$ cat config.mk
export PLATFORM = sky130hd
export DESIGN_NAME = tccs_ctrl
export DESIGN_NICKNAME = d
export VERILOG_FILES = /design/src/tccs_pkg.sv /design/src/tccs_ctrl.sv
export SDC_FILE = /design/constraint.sdc
export NUM_CORES = 1
export LEC_CHECK = 0
export ABC_AREA = 1
export BUFFER_PORTS_ARGS = -buffer_cell sky130_fd_sc_hd__buf_2
export CORE_AREA = 2 2 39 41
export CTS_BUF_LIST = sky130_fd_sc_hd__clkbuf_16
export CTS_CLUSTER_SIZE = 24
export DETAILED_ROUTE_END_ITERATION = 12
export DIE_AREA = 0 0 41 43
export GPL_TIMING_DRIVEN = 0
export PLACE_DENSITY = 0.63
export SLEW_MARGIN = 20
export SYNTH_ARGS = -nofsm -noshare
export SYNTH_HDL_FRONTEND = slang
export SYNTH_SLANG_ARGS = --single-unit
$ cat constraint.sdc
create_clock -name clock -period 1.3 [get_ports clock]
set_input_delay 0.065 -clock clock [delete_from_list [all_inputs] [get_ports clock]]
set_output_delay 0.065 -clock clock [all_outputs]
set_load 0.005 [all_outputs]
$ cat src/tccs_pkg.sv
`default_nettype none
package tccs_pkg;

   localparam int COLUMNS  = 80;
   localparam int ROWS     = 25;
   localparam int CELLS    = COLUMNS * ROWS;
   localparam int ADDR_W   = $clog2(CELLS);
   localparam int SWEEP_W  = $clog2(CELLS + 1);
   localparam int ROW_W    = $clog2(ROWS);
   localparam int COL_W    = $clog2(COLUMNS);
   localparam int POS_W    = 11;
   localparam int CHAR_W   = 8;
   localparam int CELL_W   = 2 * CHAR_W;
   localparam int TAB_STEP = 4;

   localparam logic [CHAR_W-1:0] CH_BELL = 8'h07;
   localparam logic [CHAR_W-1:0] CH_BS   = 8'h08;
   localparam logic [CHAR_W-1:0] CH_TAB  = 8'h09;
   localparam logic [CHAR_W-1:0] CH_NL   = 8'h0A;

   localparam logic [1:0] MODE_STREAM = 2'd0;
   localparam logic [1:0] MODE_WRITE  = 2'd1;
   localparam logic [1:0] MODE_CLEAR  = 2'd2;
   localparam logic [1:0] MODE_READ   = 2'd3;

   localparam int CSR_ADDR_W = 3;
   localparam int CSR_DATA_W = 32;
   localparam logic CSR_IDX_TEXT_COLOR = 1'b0;
   localparam logic [CHAR_W-1:0] TEXT_COLOR_RESET = 8'd7;

   typedef struct packed {
      logic [1:0] mode;
      logic [7:0] char_code;
      logic [7:0] cell_color;
      logic [6:0] column;
      logic [4:0] row;
   } req_type;

   typedef struct packed {
      logic [10:0] cursor_pos;
      logic [15:0] cell_value;
   } rsp_type;

   typedef enum logic [1:0] {
      SWEEP_NONE,
      SWEEP_INIT,
      SWEEP_CLEAR,
      SWEEP_SCROLL
   } sweep_type;

   typedef struct packed {
      logic      load_item;
      logic      exec;
      logic      sweep_clr;
      sweep_type sweep_kind;
      logic      read_capture;
      logic      load_rsp;
   } ctrl_cmd_type;

   typedef struct packed {
      logic [1:0] mode;
      logic       need_scroll;
      logic       fill_last;
      logic       scroll_last;
   } ctrl_status_type;

endpackage
`default_nettype wire

$ cat src/tccs_ctrl.sv
`default_nettype none
module tccs_ctrl
   import tccs_pkg::*;
(
   input  wire logic            clock,
   input  wire logic            reset,
   input  wire logic            req_valid,
   output logic                 req_stall,
   output logic                 rsp_valid,
   input  wire logic            rsp_stall,
   input  wire ctrl_status_type status,
   output ctrl_cmd_type         cmd
);

   typedef enum logic [2:0] {
      ST_INIT,
      ST_IDLE,
      ST_EXEC,
      ST_CLEAR,
      ST_SCROLL,
      ST_READ,
      ST_FINISH
   } state_type;

   state_type state_ff, state_in;
   logic      req_stall_ff;
   logic      rsp_valid_ff, rsp_valid_in;
   logic      slot_free;

   assign slot_free = !rsp_valid_ff || !rsp_stall;

   always_comb begin
      cmd      = '0;
      state_in = state_ff;
      case (state_ff)
         ST_INIT: begin
            cmd.sweep_kind = SWEEP_INIT;
            if (status.fill_last) state_in = ST_IDLE;
         end
         ST_IDLE: begin
            cmd.load_item = req_valid;
            if (req_valid) state_in = ST_EXEC;
         end
         ST_EXEC: begin
            cmd.exec      = 1'b1;
            cmd.sweep_clr = 1'b1;
            case (status.mode)
               MODE_STREAM: state_in = status.need_scroll ? ST_SCROLL : ST_FINISH;
               MODE_CLEAR:  state_in = ST_CLEAR;
               MODE_READ:   state_in = ST_READ;
               default:     state_in = ST_FINISH;
            endcase
         end
         ST_CLEAR: begin
            cmd.sweep_kind = SWEEP_CLEAR;
            if (status.fill_last) state_in = ST_FINISH;
         end
         ST_SCROLL: begin
            cmd.sweep_kind = SWEEP_SCROLL;
            if (status.scroll_last) state_in = ST_FINISH;
         end
         ST_READ: begin
            cmd.read_capture = 1'b1;
            state_in         = ST_FINISH;
         end
         ST_FINISH: begin
            if (slot_free) begin
               cmd.load_rsp = 1'b1;
               state_in     = ST_IDLE;
            end
         end
         default: state_in = ST_INIT;
      endcase
   end

   assign rsp_valid_in = cmd.load_rsp || (rsp_valid_ff && rsp_stall);

   always_ff @(posedge clock) begin
      if (reset) begin
         state_ff     <= ST_INIT;
         req_stall_ff <= 1'b1;
         rsp_valid_ff <= 1'b0;
      end else begin
         state_ff     <= state_in;
         req_stall_ff <= (state_in != ST_IDLE);
         rsp_valid_ff <= rsp_valid_in;
      end
   end

   assign req_stall = req_stall_ff;
   assign rsp_valid = rsp_valid_ff;

endmodule
`default_nettype wire

==> summary by stage <==
Place
OpenSTA, run right after detailed placement, puts the worst setup slack at 0.1074 ns. In this run, placement finished with an instance count of 95. The placed instances occupy a cell area of between 400 and 500 um2. Input and output buffers added on the ports amount to 17.

The detailed-placement wirelength estimate is 722.8 um. The routability congestion estimate from global placement is 0.7329.

STA
The time the final worst path needs with I/O delays and setup is 1.205 ns. Across the routed clock network, the largest skew measured is 0.001593 ns. The final-layout setup total negative slack is 0 ns. The number of hold violations in the final report is 0. For this run, the top clock speed supported by timing is 0.8297 GHz. Setup repair after global routing left no endpoint under its margin. The worst-case setup margin in the final layout is 0.09470 ns. The relative max-transition margin is 0.8596. The hold slack is a little over 0.05 ns.

The max-slew violation total from the final report is 0. At the pin with the least slew margin, the transition time is 0.2099 ns. The final worst-path cycle share is 0.9272.

The number of setup violations in the final report is 0.

Floorplanning
The cell row count is 14. For this configuration, the core starts out at a cell density of 0.2622. The floorplan step set the die width to between 40 and 50 um. The placeable core region is 1384 um2.

The floorplan step set the die height to about 43 um. The total die area is 1763 um2. The count of boundary I/O pins is 18.

Route
The routed length per placed instance is 9.556 um. After detailed routing, the number of vias per cell comes to about 4.4. Detailed routing inserted a total of about 430 vias.

After the first detailed-routing iteration, the DRC count stood at 10. The count of antenna-violating nets left after detailed routing is 0. The final layout contains routed wiring with a total length of 946 um. The first TritonRoute pass finished after 4 iterations. For this run, design rule violations remaining after detail routing come to 0.

Global route
The first global-routing pass estimated 1573 um of wire. In the global route stage, overall resource usage came out at 0.1380. The total overflow left after global routing is 0. The largest net degree at the start of global routing is 10. The number of global-route vias before repair came to around 390. The number of antenna violations at the first check in global routing is 0.

Finish
The area growth from synthesis to layout is 52.76%. Excluding fillers, the count of instances in the completed layout stands at 99. 0 antenna diodes ended up in the layout. The number of nets in the final layout is 93. Once layout is done, the placed cells without fillers occupy approximately 550 um2.

The fraction of layout cells with a size suffix above 1 is 0.3614.

Critical path
In this design, the largest share of critical-path delay is due to buffers and inverters. The critical path startpoint is state_ff[0]. The worst setup path is launched from a flop. Along the worst path, the maximum fanout reaches 8.

The critical path goes through buf_4, nor3_4, buf_4, buf_2. The type of the worst setup path is flop to primary output. In this design, the critical path's most frequently occurring cell is sky130_fd_sc_hd__buf_4. For this run, the slowest stage of the critical path takes around 0.29 ns. In this run the critical register-to-register path is launched from state_ff[2]. The largest individual stage delay along the critical path comes from the cell sky130_fd_sc_hd__dfxtp_1.

The arrival time of the worst setup path is 1.14 ns. The worst setup path is captured at a primary output. The data required time of the worst path is 1.24 ns. Together, buffers and inverters on the worst path number 3.

The worst setup slack for register-to-register paths is about 0.13 ns.

Synthesis
The synthesized area per cell is 5.852 um2. Synthesis produced a netlist with a net count of just over 70. In the post-synthesis netlist, the biggest area contributors are sky130_fd_sc_hd__dfxtp_1, sky130_fd_sc_hd__nand2_1, sky130_fd_sc_hd__nand3_1. Synthesis produced between 60 and 70 cells. The total of warnings raised by yosys is 0. The sequential-to-total area share from yosys stat is 0.2759. The register bit total from synthesis is 5. Sorting the synthesized cells by how often they occur yields sky130_fd_sc_hd__nand2_1, sky130_fd_sc_hd__inv_1, sky130_fd_sc_hd__nand3_1, sky130_fd_sc_hd__nor2_1, sky130_fd_sc_hd__dfxtp_1.

The flip-flop cell with the highest count after synthesis is sky130_fd_sc_hd__dfxtp_1. The share of synthesized area in the top cell type comes to 0.2759. The async set or reset register ratio after synthesis is 0. By instance count, the leading cell after synthesis is sky130_fd_sc_hd__nand2_1. In this run the cell area of the synthesized design comes to 362.8 um2. The number of enable flip-flop cells after synthesis is 0. The leading area contributor after synthesis is sky130_fd_sc_hd__dfxtp_1. The netlist uses 12 different library cells.

Outcome
The flow ran to the end, and the final reports show no timing, DRC or antenna violations.

Power and ir drop
The cell leakage power is 0.3345 nW. Across the VDD grid, the largest voltage drop is 0.6666 mV. For this design the ratio of total power to cell area is approximately 1600 nW/um2.

CTS
After clock tree synthesis, the flow added hold-fix buffers numbering 0. The number of levels the H-tree was split into is 1. The maximum count of clock buffers along a single path is 2.

The clock sink total is 5. At the later pin of the worst-skew pair, clock insertion delay measures 0.23 ns. After clock tree synthesis, the clock-pin slew on the worst setup and hold paths is 0.04 ns. Clock tree synthesis inserted a total of 3 buffers. The number of setup buffers added after CTS is 0.

The cell at the root of the clock tree is sky130_fd_sc_hd__clkbuf_16. TritonCTS built the clock tree.

Job
The number of violations of the max-capacitance limit is 0.

Hold path
The startpoint identified for the worst hold timing path is reset. The tightest min-delay check is of the input pin to flop type.
## power breakdown
group | switching, mW | internal, mW | total [mW]
Combinational | 0.109 | 0.0802 | 0.189
Sequential | 0.00948 | 0.173 | 0.183
Clock | 0.114 | 0.400 | 0.513
Total | 0.232 | 0.653 | 0.885
## state kept, by name (all words and copies together), names as in the netlist
name       count
rsp_valid      1
state_ff       3
req_stall      1
## worst paths after layout
check / cells after the start / endpoint
setup / recovery: 4 / cmd[5]
hold / removal: 2 / state_ff[1]
setup reg to reg: 8 / req_stall
hold reg to reg: 2 / rsp_valid
## worst reg2reg max path: stages (launching register included)
cell,delay (ns)
sky130_fd_sc_hd__dfxtp_1,0.31
sky130_fd_sc_hd__buf_6,0.13
sky130_fd_sc_hd__inv_1,0.08
sky130_fd_sc_hd__nand3_1,0.08
sky130_fd_sc_hd__nor2_1,0.05
sky130_fd_sc_hd__a21oi_1,0.16
sky130_fd_sc_hd__nand2_1,0.08
sky130_fd_sc_hd__nor2_1,0.10
sky130_fd_sc_hd__nand2_1,0.06
## metal layers
metal / GRT usage / up-vias / part of all wire
met5: 0 / - / 0
met4: 0.08000 / 0 / 0.021
met3: 0.04712 / 2 / 0.052
met2: 0.2156 / 15 / 0.50
met1: 0.1526 / 183 / 0.43
li1: - / 233 / -
## what timing repair did
item | CTS | global route
resized for setup | 0 | 3
hold endpoints to repair | 0 | 0
endpoints found under the setup margin | 0 | 2
## through the flow
step	utilization	total power, mW
6_report	0.4005	0.8852
5_1_grt	0.4005	0.9345
4_1_cts	0.3951	0.8924
3_5_place_dp	0.3382	0.3691
3_3_place_gp	0.3382	0.3625
2_1_floorplan	-	0.3059
## layout make-up
type | instances | area (um2)
Buffer | 3 | 26.28
Timing Repair Buffer | 17 | 85.08
Sequential cell | 5 | 101.3
Multi-Input combinational cell | 43 | 201.4
Inverter | 11 | 41.29
Fill cell | 155 | 829.5
Clock buffer | 3 | 75.07
Clock inverter | 1 | 3.754
Tap cell | 16 | 20.02
## cells by family (layout without fill, tap and decap cells)
family | count (synthesis) | after routing | synth area share
simple gates | 39 | 39 | 0.4897
compound gates | 4 | 4 | 0.05862
flops | 5 | 5 | 0.2759
buf+inv | 14 | 35 | 0.1759
## layout by cell type, fill, tap and decap left out, types with 2 or more instances in the layout
master and n:
sky130_fd_sc_hd__buf_2 17, sky130_fd_sc_hd__nor2_2 3, sky130_fd_sc_hd__dfxtp_1 4, sky130_fd_sc_hd__nand2_1 18, sky130_fd_sc_hd__buf_4 2, sky130_fd_sc_hd__nor2_1 7, sky130_fd_sc_hd__nand3_1 9, sky130_fd_sc_hd__inv_1 10
sky130_fd_sc_hd__inv_2 2, sky130_fd_sc_hd__a21oi_1 3, sky130_fd_sc_hd__clkbuf_16 3
Note: power is estimated with default switching activity, not from simulation.
