--- src/tccs_pkg.sv ---
`default_nettype none
package tccs_pkg;

   localparam int COLUMNS  = 80;
   localparam int ROWS     = 25;
   localparam int CELLS    = COLUMNS * ROWS;
   localparam int ADDR_W   = $clog2(CELLS);
   localparam int SWEEP_W  = $clog2(CELLS + 1);
   localparam int ROW_W    = $clog2(ROWS);
   localparam int COL_W    = $clog2(COLUMNS);
   localparam int POS_W    = 11;
   localparam int CHAR_W   = 8;
   localparam int CELL_W   = 2 * CHAR_W;
   localparam int TAB_STEP = 4;

   localparam logic [CHAR_W-1:0] CH_BELL = 8'h07;
   localparam logic [CHAR_W-1:0] CH_BS   = 8'h08;
   localparam logic [CHAR_W-1:0] CH_TAB  = 8'h09;
   localparam logic [CHAR_W-1:0] CH_NL   = 8'h0A;

   localparam logic [1:0] MODE_STREAM = 2'd0;
   localparam logic [1:0] MODE_WRITE  = 2'd1;
   localparam logic [1:0] MODE_CLEAR  = 2'd2;
   localparam logic [1:0] MODE_READ   = 2'd3;

   localparam int CSR_ADDR_W = 3;
   localparam int CSR_DATA_W = 32;
   localparam logic CSR_IDX_TEXT_COLOR = 1'b0;
   localparam logic [CHAR_W-1:0] TEXT_COLOR_RESET = 8'd7;

   typedef struct packed {
      logic [1:0] mode;
      logic [7:0] char_code;
      logic [7:0] cell_color;
      logic [6:0] column;
      logic [4:0] row;
   } req_type;

   typedef struct packed {
      logic [10:0] cursor_pos;
      logic [15:0] cell_value;
   } rsp_type;

   typedef enum logic [1:0] {
      SWEEP_NONE,
      SWEEP_INIT,
      SWEEP_CLEAR,
      SWEEP_SCROLL
   } sweep_type;

   typedef struct packed {
      logic      load_item;
      logic      exec;
      logic      sweep_clr;
      sweep_type sweep_kind;
      logic      read_capture;
      logic      load_rsp;
   } ctrl_cmd_type;

   typedef struct packed {
      logic [1:0] mode;
      logic       need_scroll;
      logic       fill_last;
      logic       scroll_last;
   } ctrl_status_type;

endpackage
`default_nettype wire

--- src/tccs_dpath.sv ---
`default_nettype none
module tccs_dpath
   import tccs_pkg::*;
(
   input  wire logic                  clock,
   input  wire logic                  reset,
   input  wire req_type               req_data,
   output rsp_type                    rsp_data,
   input  wire ctrl_cmd_type          cmd,
   output ctrl_status_type            status,
   input  wire logic                  csr_psel,
   input  wire logic                  csr_penable,
   input  wire logic                  csr_pwrite,
   input  wire logic [CSR_ADDR_W-1:0] csr_paddr,
   input  wire logic [CSR_DATA_W-1:0] csr_pwdata,
   output logic      [CSR_DATA_W-1:0] csr_prdata,
   output logic                       ram_wr_en,
   output logic      [ADDR_W-1:0]     ram_wr_addr,
   output logic      [CELL_W-1:0]     ram_wr_data,
   output logic      [ADDR_W-1:0]     ram_rd_addr,
   input  wire logic [CELL_W-1:0]     ram_rd_data
);

   req_type            item_ff;
   rsp_type            rsp_ff;
   logic [CHAR_W-1:0]  color_ff;
   logic [ROW_W-1:0]   row_ff, row_in;
   logic [COL_W-1:0]   col_ff, col_in;
   logic [SWEEP_W-1:0] sweep_ff, sweep_in;
   logic [CELL_W-1:0]  read_val_ff;

   logic [CELL_W-1:0]  blank;
   logic               in_range;
   logic [ADDR_W-1:0]  item_addr;
   logic [ADDR_W-1:0]  cursor_addr;
   logic [COL_W:0]     col_p1;
   logic [COL_W:0]     col_tab;
   logic               advance;
   logic               printable;
   logic [COL_W-1:0]   stream_col;
   logic               csr_hit;

   assign blank     = {color_ff, {CHAR_W{1'b0}}};
   assign in_range  = ({1'b0, item_ff.column} < 8'(COLUMNS)) &&
                      ({1'b0, item_ff.row} < 6'(ROWS));
   assign item_addr   = ADDR_W'(item_ff.row) * ADDR_W'(COLUMNS) + ADDR_W'(item_ff.column);
   assign cursor_addr = ADDR_W'(row_ff) * ADDR_W'(COLUMNS) + ADDR_W'(col_ff);
   assign col_p1    = {1'b0, col_ff} + 1'b1;
   assign col_tab   = {1'b0, col_ff} + (COL_W + 1)'(TAB_STEP);

   // stream: cursor motion before any row advance
   always_comb begin
      advance    = 1'b0;
      printable  = 1'b0;
      stream_col = col_ff;
      case (item_ff.char_code)
         CH_BELL: ;
         CH_BS: begin
            if (col_ff != '0) stream_col = col_ff - 1'b1;
         end
         CH_NL: advance = 1'b1;
         CH_TAB: begin
            if (col_tab >= (COL_W + 1)'(COLUMNS)) advance = 1'b1;
            else stream_col = col_tab[COL_W-1:0];
         end
         default: begin
            printable = 1'b1;
            if (col_p1 == (COL_W + 1)'(COLUMNS)) advance = 1'b1;
            else stream_col = col_p1[COL_W-1:0];
         end
      endcase
   end

   always_comb begin
      row_in = row_ff;
      col_in = col_ff;
      if (cmd.exec) begin
         case (item_ff.mode)
            MODE_STREAM: begin
               col_in = stream_col;
               if (advance) begin
                  col_in = '0;
                  if (row_ff != ROW_W'(ROWS - 1)) row_in = row_ff + 1'b1;
               end
            end
            MODE_CLEAR: begin
               row_in = '0;
               col_in = '0;
            end
            default: ;
         endcase
      end
   end

   assign status.mode        = item_ff.mode;
   assign status.need_scroll = advance && (row_ff == ROW_W'(ROWS - 1));
   assign status.fill_last   = (sweep_ff == SWEEP_W'(CELLS - 1));
   assign status.scroll_last = (sweep_ff == SWEEP_W'(CELLS));

   always_comb begin
      if (cmd.sweep_clr) sweep_in = '0;
      else if (cmd.sweep_kind != SWEEP_NONE) sweep_in = sweep_ff + 1'b1;
      else sweep_in = sweep_ff;
   end

   // scroll: read cell s+COLUMNS and write it back to s in the next cycle; the last row gets blanks
   always_comb begin
      ram_wr_en   = 1'b0;
      ram_wr_addr = cursor_addr;
      ram_wr_data = {color_ff, item_ff.char_code};
      ram_rd_addr = item_addr;
      case (cmd.sweep_kind)
         SWEEP_INIT: begin
            ram_wr_en   = 1'b1;
            ram_wr_addr = ADDR_W'(sweep_ff);
            ram_wr_data = '0;
         end
         SWEEP_CLEAR: begin
            ram_wr_en   = 1'b1;
            ram_wr_addr = ADDR_W'(sweep_ff);
            ram_wr_data = blank;
         end
         SWEEP_SCROLL: begin
            ram_wr_en   = (sweep_ff != '0);
            ram_wr_addr = ADDR_W'(sweep_ff - 1'b1);
            ram_wr_data = (sweep_ff <= SWEEP_W'(CELLS - COLUMNS)) ? ram_rd_data : blank;
            if (sweep_ff < SWEEP_W'(CELLS - COLUMNS)) begin
               ram_rd_addr = ADDR_W'(sweep_ff + SWEEP_W'(COLUMNS));
            end else begin
               ram_rd_addr = '0;
            end
         end
         default: begin
            if (cmd.exec && item_ff.mode == MODE_STREAM) begin
               ram_wr_en = printable;
            end else if (cmd.exec && item_ff.mode == MODE_WRITE) begin
               ram_wr_en   = in_range;
               ram_wr_addr = item_addr;
               ram_wr_data = {item_ff.cell_color, item_ff.char_code};
            end
         end
      endcase
   end

   assign csr_hit    = (csr_paddr[CSR_ADDR_W-1:2] == CSR_IDX_TEXT_COLOR);
   assign csr_prdata = csr_hit ? CSR_DATA_W'(color_ff) : '0;

   always_ff @(posedge clock) begin
      if (reset) begin
         color_ff <= TEXT_COLOR_RESET;
         row_ff   <= '0;
         col_ff   <= '0;
         sweep_ff <= '0;
      end else begin
         if (csr_psel && csr_penable && csr_pwrite && csr_hit) begin
            color_ff <= csr_pwdata[CHAR_W-1:0];
         end
         row_ff   <= row_in;
         col_ff   <= col_in;
         sweep_ff <= sweep_in;
      end
   end

   always_ff @(posedge clock) begin
      if (cmd.load_item) item_ff <= req_data;
      if (cmd.read_capture) read_val_ff <= in_range ? ram_rd_data : '0;
      if (cmd.load_rsp) begin
         rsp_ff.cursor_pos <= POS_W'(cursor_addr);
         rsp_ff.cell_value <= (item_ff.mode == MODE_READ) ? read_val_ff : '0;
      end
   end

   assign rsp_data = rsp_ff;

endmodule
`default_nettype wire

--- config.mk ---
export PLATFORM = sky130hd
export DESIGN_NAME = tccs_dpath
export DESIGN_NICKNAME = d
export VERILOG_FILES = /design/src/tccs_pkg.sv /design/src/tccs_dpath.sv
export SDC_FILE = /design/constraint.sdc
export NUM_CORES = 1
export LEC_CHECK = 0
export BUFFER_PORTS_ARGS = -buffer_cell sky130_fd_sc_hd__buf_2
export CAP_MARGIN = 40
export CORE_ASPECT_RATIO = 0.5
export CORE_MARGIN = 2
export CORE_UTILIZATION = 50
export CTS_CLUSTER_DIAMETER = 150
export DETAILED_ROUTE_END_ITERATION = 12
export GPL_TIMING_DRIVEN = 0
export PLACE_DENSITY = 0.78
export SETUP_SLACK_MARGIN = 0.05
export SLEW_MARGIN = 30
export SYNTH_ARGS = -nofsm -noshare
export SYNTH_HDL_FRONTEND = slang
export SYNTH_SLANG_ARGS = --single-unit
--- constraint.sdc ---
create_clock -name clock -period 4.69 [get_ports clock]
set_input_delay 0.7035 -clock clock [delete_from_list [all_inputs] [get_ports clock]]
set_output_delay 0.7035 -clock clock [all_outputs]
set_load 0.05 [all_outputs]
==> results.toml, run 1 <==
[run_status]
outcome = "finished clean"

[place]
gp_congestion = 0.949
port_buffers = 145
place.detailed.hpwl_um = 13300

[synth]
synth_ff_type = "edfxtp_1"
async_flop_share_pct = 0
synthCells = 625
syn_avg_cell_area_um2 = 9.97
yosysWarnings = 0
netlist_area_um2 = 6230
synth-seq-cells = 104
synth_cell_types = 70
synth-edff-count = 73
ys_seq_area_share_pct = 45.1

[critical_path]
path_class = "input port to output port"
end_kind = "output port"
setup.worst_path.start_class = "input port"
crit_arrival_ns = 3.61
reg2reg_to = "row_ff[3]"
setup.worst_path.start = "cmd[2]"
rrSetupSlack_ns = 1.82
cp.required_ns = 3.99
r2r_cells = 7
cp_max_fo = 9
crit_end = "ram_wr_data[15]"
reg2reg_from = "col_ff[1]"

[sta]
worst_slew_pin_slew_ns = 0.773
slew_viol_final = 0
fin_setup_tns_ns = 0
fmax_mhz = 232
fin_crit_sh_pct = 92.1
final-setup-viol-count = 0
period_minus_slack_ns = 4.32
rsz0062_at_grt = "false"
finalHoldViolCount = 0
fin_skew_ns = 0.00873
max-slew-margin-rel_pct = 48.5

[cts]
cts.clk_slew.worst_paths_ns = 0.07
cts_tree = "yes"
numCtsBuffers = 9
postCtsSetupRepairBufs = 0
ctsRootBufferMaster = "clkbuf_16"
htreeDepth = 3
clock-sinks = 104
cts_buffer_depth = 2
hold_buffers = 0
clk_latency_ns = 0.36
post_cts_resized = 0

[pwr]
p_leak_nw = 3.41
power.total_mw = 2.46
p_per_area_nw_per_um2 = 323
vdd_drop_max_mv = 0.189

[layout]
drive_gt1_share_pct = 25.0
fill_cells = 1009
fin_nets = 938
regArea_um2 = 2810
syn_to_final_growth_pct = 22.0
antennaDiodeCount = 0
layout_common_cells = "buf_2, edfxtp_1, nand2_1, inv_1, and3_1"
multi_input_area_um2 = 3050
final_common_cell = "buf_2"

[job]
maxCapViolCount = 0

[floorplan]
initial_core_util_pct = 52.0
rows = 28
dieArea_um2 = 13400
die_h_um = 82.9
io_pins = 196
core_um2 = 12000
die_x_um = 162

[routing]
dr_wl_met3_um = 1700
drc = 0
vias_per_cell = 5.72
wl_per_cell_um = 17.7
drt-total-wl_um = 17300
first_pass_iters = 5
detail_route.iter0.violations = 597
ant_nets = 0
routed-via-count = 5587
drt-met1-wl_um = 7590
top_layer = "met4"
wl_met2_um = 7850

[global_routing]
grt_start_max_net_pins = 31
grt_usage_pct = 25.4
grt_pass1_vias = 5051
gr-total-overflow = 0
antenna_found_initial = 0
grt_pass1_wl_um = 26500

[worst_hold_path]
hold_path_class = "flip-flop to flip-flop"
-- cell families after synthesis --
group | share of synthesized area, %
AOI/OAI and AO/OA | 15.7
xor gates and xnor gates | 4.08
adders and majority gates | 8.11
buffers and inverters | 7.41
DFF | 45.1
muxes | 1.97
other | 0.0602
and+or+nand+nor | 17.5
-- registers in the layout (all words and copies together), names as in the netlist --
name and cells:
col_ff 7, color_ff 8, item_ff 28, read_val_ff 16, row_ff 5, rsp_data 27
status 2, sweep_ff 11
-- critical path: stages --
cell	delay (ns)
buf_2	0.11
inv_1	0.09
ha_1	0.15
clkbuf_1	0.37
clkinv_1	0.51
nor2_1	0.68
nor2_1	0.33
a222oi_1	0.33
inv_1	0.11
buf_2	0.22
-- layer usage --
metal,global-route usage [%],up-vias
li1,-,2637
met1,35.7,2650
met2,40.4,285
met3,5.54,15
met4,5.39,0
met5,0,-
-- worst min-delay path by stage --
stage	from	endpoint	slack, ns	depth (start not counted)
finish	color_ff[6]	color_ff[6]	0.48	2
global route	color_ff[2]	color_ff[2]	0.51	2
CTS	color_ff[5]	color_ff[5]	0.48	2
detailed placement	color_ff[5]	color_ff[5]	0.47	2
global placement	color_ff[6]	color_ff[6]	0.46	2
floorplan	col_ff[3]	rsp_data[19]	0.43	0
-- synthesized netlist by cell type (5+ instances only) --
library cell / instances / area share, %
edfxtp_1: 73 / 35
nand2_1: 51 / 3.1
and3_1: 37 / 3.7
inv_1: 37 / 2.2
a21oi_1: 34 / 2.7
ha_1: 34 / 6.8
dfxtp_1: 31 / 10
nor2_1: 31 / 1.9
clkbuf_1: 27 / 1.6
buf_4: 26 / 3.1
o21ai_0: 26 / 2.1
nand3_1: 24 / 1.9
xnor2_1: 20 / 2.8
nor2b_1: 16 / 1.6
mux2i_1: 10 / 1.6
o211ai_1: 9 / 1.1
xor2_1: 9 / 1.3
a222oi_1: 8 / 1.3
a211oi_1: 7 / 0.84
a22o_1: 7 / 0.98
or4_1: 7 / 0.84
a21o_1: 6 / 0.72
nor3_1: 5 / 0.40
nor3b_1: 5 / 0.60
o22ai_1: 5 / 0.50
-- report_power, final --
part,switching (mW),internal [mW],leakage (nW)
Combinational,0.447,0.168,2.27
Sequential,0.0286,1.03,0.987
Clock,0.390,0.388,0.153
Total,0.866,1.59,3.41
-- through the flow --
step | instances | worst slack (ns) | utilization [%] | hold slack [ns] | cell area (um2)
global placement | 958 | 0.624 | 60.5 | 0.462 | 7250
CTS | 975 | 0.477 | 63.3 | 0.483 | 7580
finish | 977 | 0.372 | 63.4 | 0.483 | 7600
global route | 977 | 0.165 | 63.4 | 0.507 | 7600
floorplan | 648 | 1.13 | - | 0.429 | 6320
detailed placement | 959 | 0.506 | 60.7 | 0.472 | 7270
-- area by class of cell --
| class | instances | area share, % |
|---|---|---|
| Clock inverter | 7 | 1.17 |
| Tap cell | 165 | 2.72 |
| Buffer | 57 | 4.15 |
| Inverter | 39 | 1.93 |
| Multi-Input combinational cell | 448 | 40.1 |
| Sequential cell | 104 | 37.0 |
| Clock buffer | 9 | 2.96 |
| Timing Repair Buffer | 148 | 9.93 |
Power figures use the tool's default switching activity.
==> run 2, diff against run 1 <==
--- a/config.mk
+++ b/config.mk
@@ -7,13 +7,15 @@
 export LEC_CHECK = 0
 export BUFFER_PORTS_ARGS = -buffer_cell sky130_fd_sc_hd__buf_2
 export CAP_MARGIN = 40
+export CELL_PAD_IN_SITES_DETAIL_PLACEMENT = 1
+export CELL_PAD_IN_SITES_GLOBAL_PLACEMENT = 2
 export CORE_ASPECT_RATIO = 0.5
 export CORE_MARGIN = 2
-export CORE_UTILIZATION = 50
+export CORE_UTILIZATION = 34
 export CTS_CLUSTER_DIAMETER = 150
 export DETAILED_ROUTE_END_ITERATION = 12
 export GPL_TIMING_DRIVEN = 0
-export PLACE_DENSITY = 0.78
+export PLACE_DENSITY_LB_ADDON = 0.1
 export SETUP_SLACK_MARGIN = 0.05
 export SLEW_MARGIN = 30
 export SYNTH_ARGS = -nofsm -noshare
==> run 2 against run 1 <==
Compared with the run above: clock power shrank 5.4%; first-iteration DRC count down 55%; critical path type unchanged; largest power group unchanged; sequential power is essentially flat.
==> results.toml, run 2 (same netlist as run 1, synthesis figures left out) <==
[place]
gp_congestion = 0.855
port_buffers = 145
place.detailed.hpwl_um = 16200

[layout]
fin_nets = 938
final_common_cell = "buf_2"
antennaDiodeCount = 0
largest_register_ff_count = 28
regMostFlops = "item_ff"
drive_gt1_share_pct = 25.0
final_util_pct = 43.3
syn_to_final_growth_pct = 22.7
layout_common_cells = "buf_2, edfxtp_1, nand2_1, inv_1, and3_1"

[critical_path]
path_class = "input port to output port"
reg2reg_from = "col_ff[1]"
r2r_cells = 7
cp_max_fo = 9
end_kind = "output port"
reg2reg_to = "row_ff[1]"
slowest_stage = "nor2_1"
crit_end = "ram_wr_data[10]"
crit_arrival_ns = 3.63
setup.worst_path.start = "cmd[2]"
rrSetupSlack_ns = 1.78
crit_path_max_incr_delay_ns = 0.69
cp_cell_sequence = "buf_2 -> inv_1 -> ha_1 -> clkbuf_1 -> clkinv_1 -> nor2_1 -> nor2_1 -> a222oi_1 -> inv_1 -> buf_2"
setup.worst_path.start_class = "input port"
cp.required_ns = 3.99

[sta]
rsz0062_at_grt = "false"
fmax_mhz = 231
finalHoldViolCount = 0
final-setup-viol-count = 0
max-slew-margin-rel_pct = 42.6
worst_slew_pin_slew_ns = 0.859
slew_viol_final = 0
fin_setup_tns_ns = 0
fin_crit_sh_pct = 92.3
fin_skew_ns = 0.00999
period_minus_slack_ns = 4.33

[cts]
hold_buffers = 0
clock-sinks = 104
cts_tree = "yes"
cts.clk_slew.worst_paths_ns = 0.08
numCtsBuffers = 9
htreeDepth = 3
clk_latency_ns = 0.36
ctsRootBufferMaster = "clkbuf_16"
postCtsSetupRepairBufs = 0
cts_buffer_depth = 2
post_cts_resized = 0

[floorplan]
rows = 34
die_h_um = 99.7
io_pins = 196
core_um2 = 17700
die_x_um = 195
initial_core_util_pct = 35.3
dieArea_um2 = 19500

[routing]
routed-via-count = 5486
wl_per_cell_um = 19.4
first_pass_iters = 6
vias_per_cell = 5.24
drt-total-wl_um = 20300
detail_route.iter0.violations = 266
drc = 0
ant_nets = 0

[global_routing]
grt_pass1_vias = 5349
grt_usage_pct = 20.7
grt_pass1_wl_um = 30700
grt_start_max_net_pins = 31
antenna_found_initial = 0
gr-total-overflow = 0

[pwr]
p_per_area_nw_per_um2 = 317
vdd_drop_max_mv = 0.211
p_leak_nw = 3.38
p_switching_mw = 0.854
swShare_pct = 35.2
sequentialPowerShare_pct = 43.9
comb_power_share_pct = 25.7
internal_power_mw = 1.57
clkPwrFrac_pct = 30.4

[worst_hold_path]
min-delay-start = "col_ff[3]"
hold_path_class = "flip-flop to flip-flop"

[run_status]
outcome = "finished clean"

[job]
maxCapViolCount = 0
[run 2: worst min path at each step]
stage                         endpoint  cells past startpoint
after global routing       item_ff[23]                      1
final                     rsp_data[19]                      0
after floorplan           rsp_data[19]                      0
after CTS                 rsp_data[19]                      0
after global placement    rsp_data[19]                      0
after detailed placement  rsp_data[19]                      0
[run 2: power by group through the flow]
stage               Clock [mW]  Sequential [mW]  Combinational (mW)
floorplan                    0             1.12               0.399
finish                   0.737             1.07               0.624
global route             0.793             1.07               0.662
global placement             0             1.08               0.613
CTS                      0.760             1.07               0.624
detailed placement           0             1.09               0.621
[run 2: per-layer routing]
metal	routed length (um)	GRT usage, %
met3	1010	4.41
met5	0	0
met1	9930	29.1
met2	9220	33.0
met4	170	4.05
[run 2: per-stage QoR]
| step | instance area, um2 | total power [mW] | setup WS [ns] | hold WS [ns] | cells |
|---|---|---|---|---|---|
| 2_1_floorplan | 6320 | 1.51 | 1.13 | 0.429 | 648 |
| 3_3_place_gp | 7340 | 1.70 | 0.469 | 0.442 | 1027 |
| 3_5_place_dp | 7360 | 1.71 | 0.354 | 0.457 | 1029 |
| 4_1_cts | 7640 | 2.45 | 0.338 | 0.488 | 1045 |
| 5_1_grt | 7650 | 2.53 | 0.0691 | 0.503 | 1046 |
| 6_report | 7650 | 2.43 | 0.360 | 0.476 | 1046 |
[run 2: area by class of cell]
type                    count  area (um2)
inverters                  39         146
plain buffers              57         315
multi-input cells         448        3060
clock buffers              10         229
flip-flops and latches    104        2810
fillers                  2099       10000
repair buffers            148         739
well taps                 234         293
clock inverters             6        53.8
[run 2: worst max-delay path: cells and delay by family]
family | cells | cell delay, ns
fa+ha+maj | 1 | 0.15
buf+inv | 6 | 1.42
simple gates | 2 | 1.01
compound gates | 1 | 0.34
